**src/hdl/ssu_pkg.sv**
```systemverilog
// ----------------------------------------------------------------------------
// ssu_pkg
// Shared types, sizes and the decay table for the selective scan state update.
// ----------------------------------------------------------------------------
package ssu_pkg;

  localparam int LAYERS      = 4;
  localparam int CHANNELS    = 256;
  localparam int STATES      = 16;
  localparam int LAY_W       = $clog2(LAYERS);
  localparam int CH_W        = $clog2(CHANNELS);
  localparam int ST_W        = $clog2(STATES);
  localparam int ADDR_W      = LAY_W + CH_W + ST_W;
  localparam int STORE_DEPTH = LAYERS * CHANNELS * STATES;

  localparam int EXP_SIZE = 1024;
  localparam int EXP_AW   = $clog2(EXP_SIZE);
  localparam int EXP_W    = 17;
  localparam logic [63:0] EXP_RATIO = 64'd1065385899;

  localparam int MUL_AW = 32;
  localparam int MUL_BW = 18;
  localparam int MUL_PW = MUL_AW + MUL_BW;

  typedef struct packed {
    logic        [1:0]  layer;
    logic        [7:0]  channel;
    logic        [3:0]  state_index;
    logic        [14:0] step_size;
    logic signed [15:0] a_coef;
    logic signed [15:0] b_val;
    logic signed [15:0] c_val;
    logic signed [15:0] u_val;
    logic signed [15:0] skip_d;
    logic               last;
  } in_item_t;

  typedef struct packed {
    logic signed [31:0] y_out;
    logic        [1:0]  out_layer;
    logic        [7:0]  out_channel;
  } out_item_t;

  typedef struct packed {
    logic                     we;
    logic [ADDR_W-1:0]        waddr;
    logic signed [31:0]       wdata;
    logic                     re;
    logic [ADDR_W-1:0]        raddr;
  } mem_req_t;

  typedef logic [EXP_W-1:0] exp_tab_t [EXP_SIZE];

  // exp(-k/128) in Q1.16, geometric recurrence in Q2.30
  function automatic exp_tab_t build_exp();
    exp_tab_t    t;
    logic [63:0] e;
    e = 64'd1 << 30;
    for (int k = 0; k < EXP_SIZE; k++) begin
      t[k] = EXP_W'((e + 64'd8192) >> 14);
      e = (e * EXP_RATIO + (64'd1 << 29)) >> 30;
    end
    return t;
  endfunction

endpackage

```
**src/hdl/ssu_mul.sv**
```systemverilog
// ----------------------------------------------------------------------------
// ssu_mul
// Shared signed multiplier, 32 x 18, with product register.
// ----------------------------------------------------------------------------
module ssu_mul
  import ssu_pkg::*;
(
  input  logic                     clk,
  input  logic                     en,
  input  logic signed [MUL_AW-1:0] op_a,
  input  logic signed [MUL_BW-1:0] op_b,
  output logic signed [MUL_PW-1:0] prod
);

  logic signed [MUL_PW-1:0] prod_r;

  always_ff @(posedge clk) begin
    if (en) begin
      prod_r <= MUL_PW'(op_a) * MUL_PW'(op_b);
    end
  end

  assign prod = prod_r;

endmodule

```
**config.mk**
```make
export PLATFORM = sky130hd
export DESIGN_NAME = ssu_mul
export DESIGN_NICKNAME = d
export VERILOG_FILES = /design/src/hdl/ssu_pkg.sv /design/src/hdl/ssu_mul.sv
export SDC_FILE = /design/constraint.sdc
export NUM_CORES = 2
export LEC_CHECK = 0
export BUFFER_PORTS_ARGS = -buffer_cell sky130_fd_sc_hd__clkbuf_2
export CAP_MARGIN = 20
export CORE_UTILIZATION = 59
export DETAILED_ROUTE_END_ITERATION = 8
export PLACE_DENSITY = 0.81
export SETUP_SLACK_MARGIN = 0.1
export SLEW_MARGIN = 10
export SYNTH_ARGS = -nofsm -noshare
export SYNTH_HDL_FRONTEND = slang
export SYNTH_SLANG_ARGS = --single-unit
```
**constraint.sdc**
```tcl
create_clock -name clk -period 6.3 [get_ports clk]
set_clock_uncertainty 0.2 [all_clocks]
set_input_delay 0.63 -clock clk [delete_from_list [all_inputs] [get_ports clk]]
set_output_delay 0.63 -clock clk [all_outputs]
set_load 0.1 [all_outputs]
```
---- After elaboration in Yosys (flattened, before gate mapping) ----
Cells that the tools add are included.
storage, ports and cells
  bits in writable memories ............... 0
  bits in read-only memories .............. 0
  memories ................................ 0
  flip-flop bits (word level) ............. 50
  bits in latches ......................... 0
  output and inout port bits .............. 50
  logic and storage cells ................. 2
operators by class
  add/subtract/negate cells ............... 0
  reduce and logical (&&, ||, !) cells .... 0
  magnitude comparators ................... 0
  multiplexer cells ....................... 0
  bitwise gates (word level) .............. 0
  multiply operators ...................... 1
  eq/ne operators ......................... 0
  divide/modulo/power cells ............... 0
  shift operators ......................... 0
operators by type and width
  kind                          number
  multiplier 32 x 18 -> 50 bit  1

---- Depth between registers and ports, before layout ----
  depth after elaboration ................. 1
  gate-level depth with buffers ........... 24

---- Worst setup path after synthesis ----
No wires, ideal clock.
  kind .................................... input to register
  start point ............................. in op_a[17]
  end point ............................... reg prod_r[46] (netlist: prod[46]), data pin
  arrival time ............................ 6242 ps
  stages on the path ...................... 24
  required time ........................... 5839 ps
  path slack .............................. -403 ps
  buffers on the path ..................... 3
  library setup time ...................... 261 ps
  cells stage by stage .................... clkbuf_1 -> clkbuf_1 -> nand2_1 -> fa_1 -> inv_1 -> fa_1 -> inv_1 -> fa_1 -> fa_1 -> inv_1 -> fa_1 -> inv_1 -> fa_1 -> inv_1 -> ha_1 -> buf_2 -> a211oi_2 -> o21bai_1 -> a311oi_2 -> a21oi_1 -> o31ai_4 -> o21bai_1 -> a31o_2 -> xor2_1
on the way
  longest elaborated chain between the ends .. 1
RTL lines
  what                          line           source
  from (decl)                   ssu_mul.sv:10  input logic signed [MUL_AW-1:0] op_a,
  multiplier 32 x 18 -> 50 bit  ssu_mul.sv:19  prod_r <= MUL_PW'(op_a) * MUL_PW'(op_b);
  to (signal assigned)          ssu_mul.sv:19
  to (decl)                     ssu_mul.sv:15  logic signed [MUL_PW-1:0] prod_r;
Every way passes these cells.
A chain may end at the register's enable or synchronous reset.

---- Worst setup path in the final report ----
  start point ............................. in op_b[3]
  end point ............................... reg prod_r[43] (netlist: prod[43]), data pin
on the way
  longest elaborated chain between the ends .. 1
RTL lines
  what                          line           source
  from (decl)                   ssu_mul.sv:11  input logic signed [MUL_BW-1:0] op_b,
  multiplier 32 x 18 -> 50 bit  ssu_mul.sv:19
Every way passes these cells.

==> results.cfg <==
[run_status]
outcome = complete, but fails checks
violations = setup timing

[worst_setup_path]
required_ns = 6.21
startpoint = op_b[3]
path_max_fanout = 8
cp-start-kind = input port
endpoint_kind = register
critPathKind = in -> reg
arrival_ns = 6.46

[yosys]
syn_area_um2 = 21400
synth_seq_cells = 50
yosysSeqAreaShare_pct = 7.03
synth.avg_cell_area_um2 = 9.27
async_flop_share_pct = 0
synth_ff_type = edfxtp_1
synth_cells = 2303
synth_edf_count = 50
synthDistinctLibCells = 52
synth_warnings = 0
syn-num-nets = 3029

[clocking]
path_clk_slew_ns = 0.09
clk_path_buf_depth = 2
cts_sinks = 50
clockRootBuffer = clkbuf_16
cts_hold_repair.buffers = 0
cts_buffers = 5
tritoncts = built
htree_levels = 2

[placement]
hpwl_um = 47200
routabilityCongestion = 0.933
port_buffers = 101

[layout]
largest_reg_flops = 50
n_fill_cell = 2114
fin_nets = 3367
final_common_cell = inv_1
drive_gt1_share_pct = 24.4
final_cell_mix = inv_1, fa_1, nand2_1, buf_4, and2_1
syn_to_final_growth_pct = 24.7

[global_routing]
grt_pass1_vias = 18800
antenna_found_initial = 6
grt_usage_pct = 33.5
overflow = 0
grt_pass1_wl_um = 93600
grt_max_degree = 51

[sta]
period_share_pct = 104
max-slew-margin-rel_pct = 47.1
final.min_clock_period_ns = 6.55
finalMaxSlewViolations = 0
finalHoldViolCount = 0
max_freq_ghz = 0.153
setup_tns_ns = -2.40
worst_slew_pin_slew_ns = 0.794
rsz0062_at_grt = true
fin_ws_ns = -0.249
setup_viol = 19

[detailed_routing]
vias = 17400
wl_per_cell_um = 20.8
wl_um = 64500
first_pass_iters = 6
drt-vias-per-instance = 5.59
drt-initial-drc-count = 1488
drcViolationCount = 0
antenna_left = 0

[worst_hold_path]
hold_path.class = in -> reg
min_from = op_a[0]

[floorplan]
rows = 69
die-area_um2 = 37000
initial_core_util_pct = 60.0
chipWidth_um = 192
pin_count = 102
coreArea_um2 = 35600
die_h_um = 192

[run]
maxCapViolations = 0
==> cell usage after synthesis, types with 7 or more instances <==
cell,count,area [µm²]
ha_1,121,1510
nand3_1,13,65.1
a21o_1,22,165
nor2_1,38,143
a21oi_1,48,240
inv_1,619,2320
fa_1,553,11100
xor2_1,15,131
nor3_1,8,40.0
clkbuf_1,102,383
xnor2_1,33,289
and2_1,231,1450
o21ai_0,17,85.1
nand2b_1,8,50.1
edfxtp_1,50,1500
o21bai_1,8,60.1
nand4_1,7,43.8
nand2_1,344,1290
==> per-stage QoR <==
stage | instances | setup WS [ns] | cell area, µm² | hold WS (ns) | util (%)
after floorplan | 2303 | -0.00708 | 21800 | 0.542 | -
after global placement | 3042 | -0.893 | 24600 | 1.01 | 69.1
after detailed placement | 3042 | -1.03 | 24600 | 1.03 | 69.1
after CTS | 3067 | -0.121 | 25600 | 0.653 | 72.0
after global routing | 3104 | -0.339 | 26600 | 0.694 | 74.8
final | 3106 | -0.249 | 26600 | 0.668 | 74.8
==> critical path, cell delays in order <==
cell and delay, ns:
clkbuf_16 0.13, buf_12 0.15, and2_4 0.15, fa_1 0.54, inv_2 0.04, fa_2 0.57, inv_2 0.04, fa_1 0.55
fa_2 0.46, fa_1 0.50, inv_2 0.04, fa_1 0.50, inv_2 0.06, ha_4 0.26, buf_6 0.10, and2_4 0.14
o2111a_1 0.20, o41a_1 0.25, nor3_2 0.06, buf_4 0.13, a211o_4 0.39, o311ai_4 0.24, o211ai_1 0.14, xnor2_1 0.15
==> area by class of cell <==
class / count / area, µm² / share of cell area (%)
multi-input combinational: 1526 / 18100 / 67.9
timing repair buffer: 438 / 3970 / 14.9
inverter: 620 / 2330 / 8.77
sequential: 50 / 1500 / 5.64
tap: 461 / 577 / 2.17
clock buffer: 5 / 125 / 0.470
clock inverter: 3 / 20.0 / 0.0752
antenna: 3 / 7.51 / 0.0282
==> final timing paths <==
kind | endpoint | cells after the start | slack (ns)
worst min-delay path | prod[0] | 3 | 0.67
worst max-delay path | prod[43] | 24 | -0.25
==> cells by family after synthesis <==
| logic type | after synthesis | synth area share (%) |
|---|---|---|
| XOR/XNOR | 48 | 1.97 |
| adder cells (fa/ha/maj) | 674 | 58.9 |
| flip-flops | 50 | 7.03 |
| AO/OA/AOI/OAI | 137 | 4.25 |
| buffers and inverters | 727 | 12.8 |
| AND/OR/NAND/NOR | 667 | 15.0 |
==> per-layer routing <==
layer	global-route usage [%]	vias up	part of all wire, %
met2	58.5	1032	49
met1	39.5	8637	33
li1	-	7309	-
met4	18.0	2	7.9
met3	5.57	377	9.6
met5	0	-	0.026
==> timing repair <==
| item | CTS | global route |
|---|---|---|
| setup endpoints to repair | 31 | 30 |
| gates resized for setup | 160 | 180 |
| endpoints found under the hold margin | 0 | 0 |
| cloned | 1 | 13 |
| pin swaps | 75 | 88 |
| setup buffers | 16 | 23 |
Power is left out: the tool's default activity adds up to more than one toggle a clock period on the data nets, which glitch-free logic cannot reach.
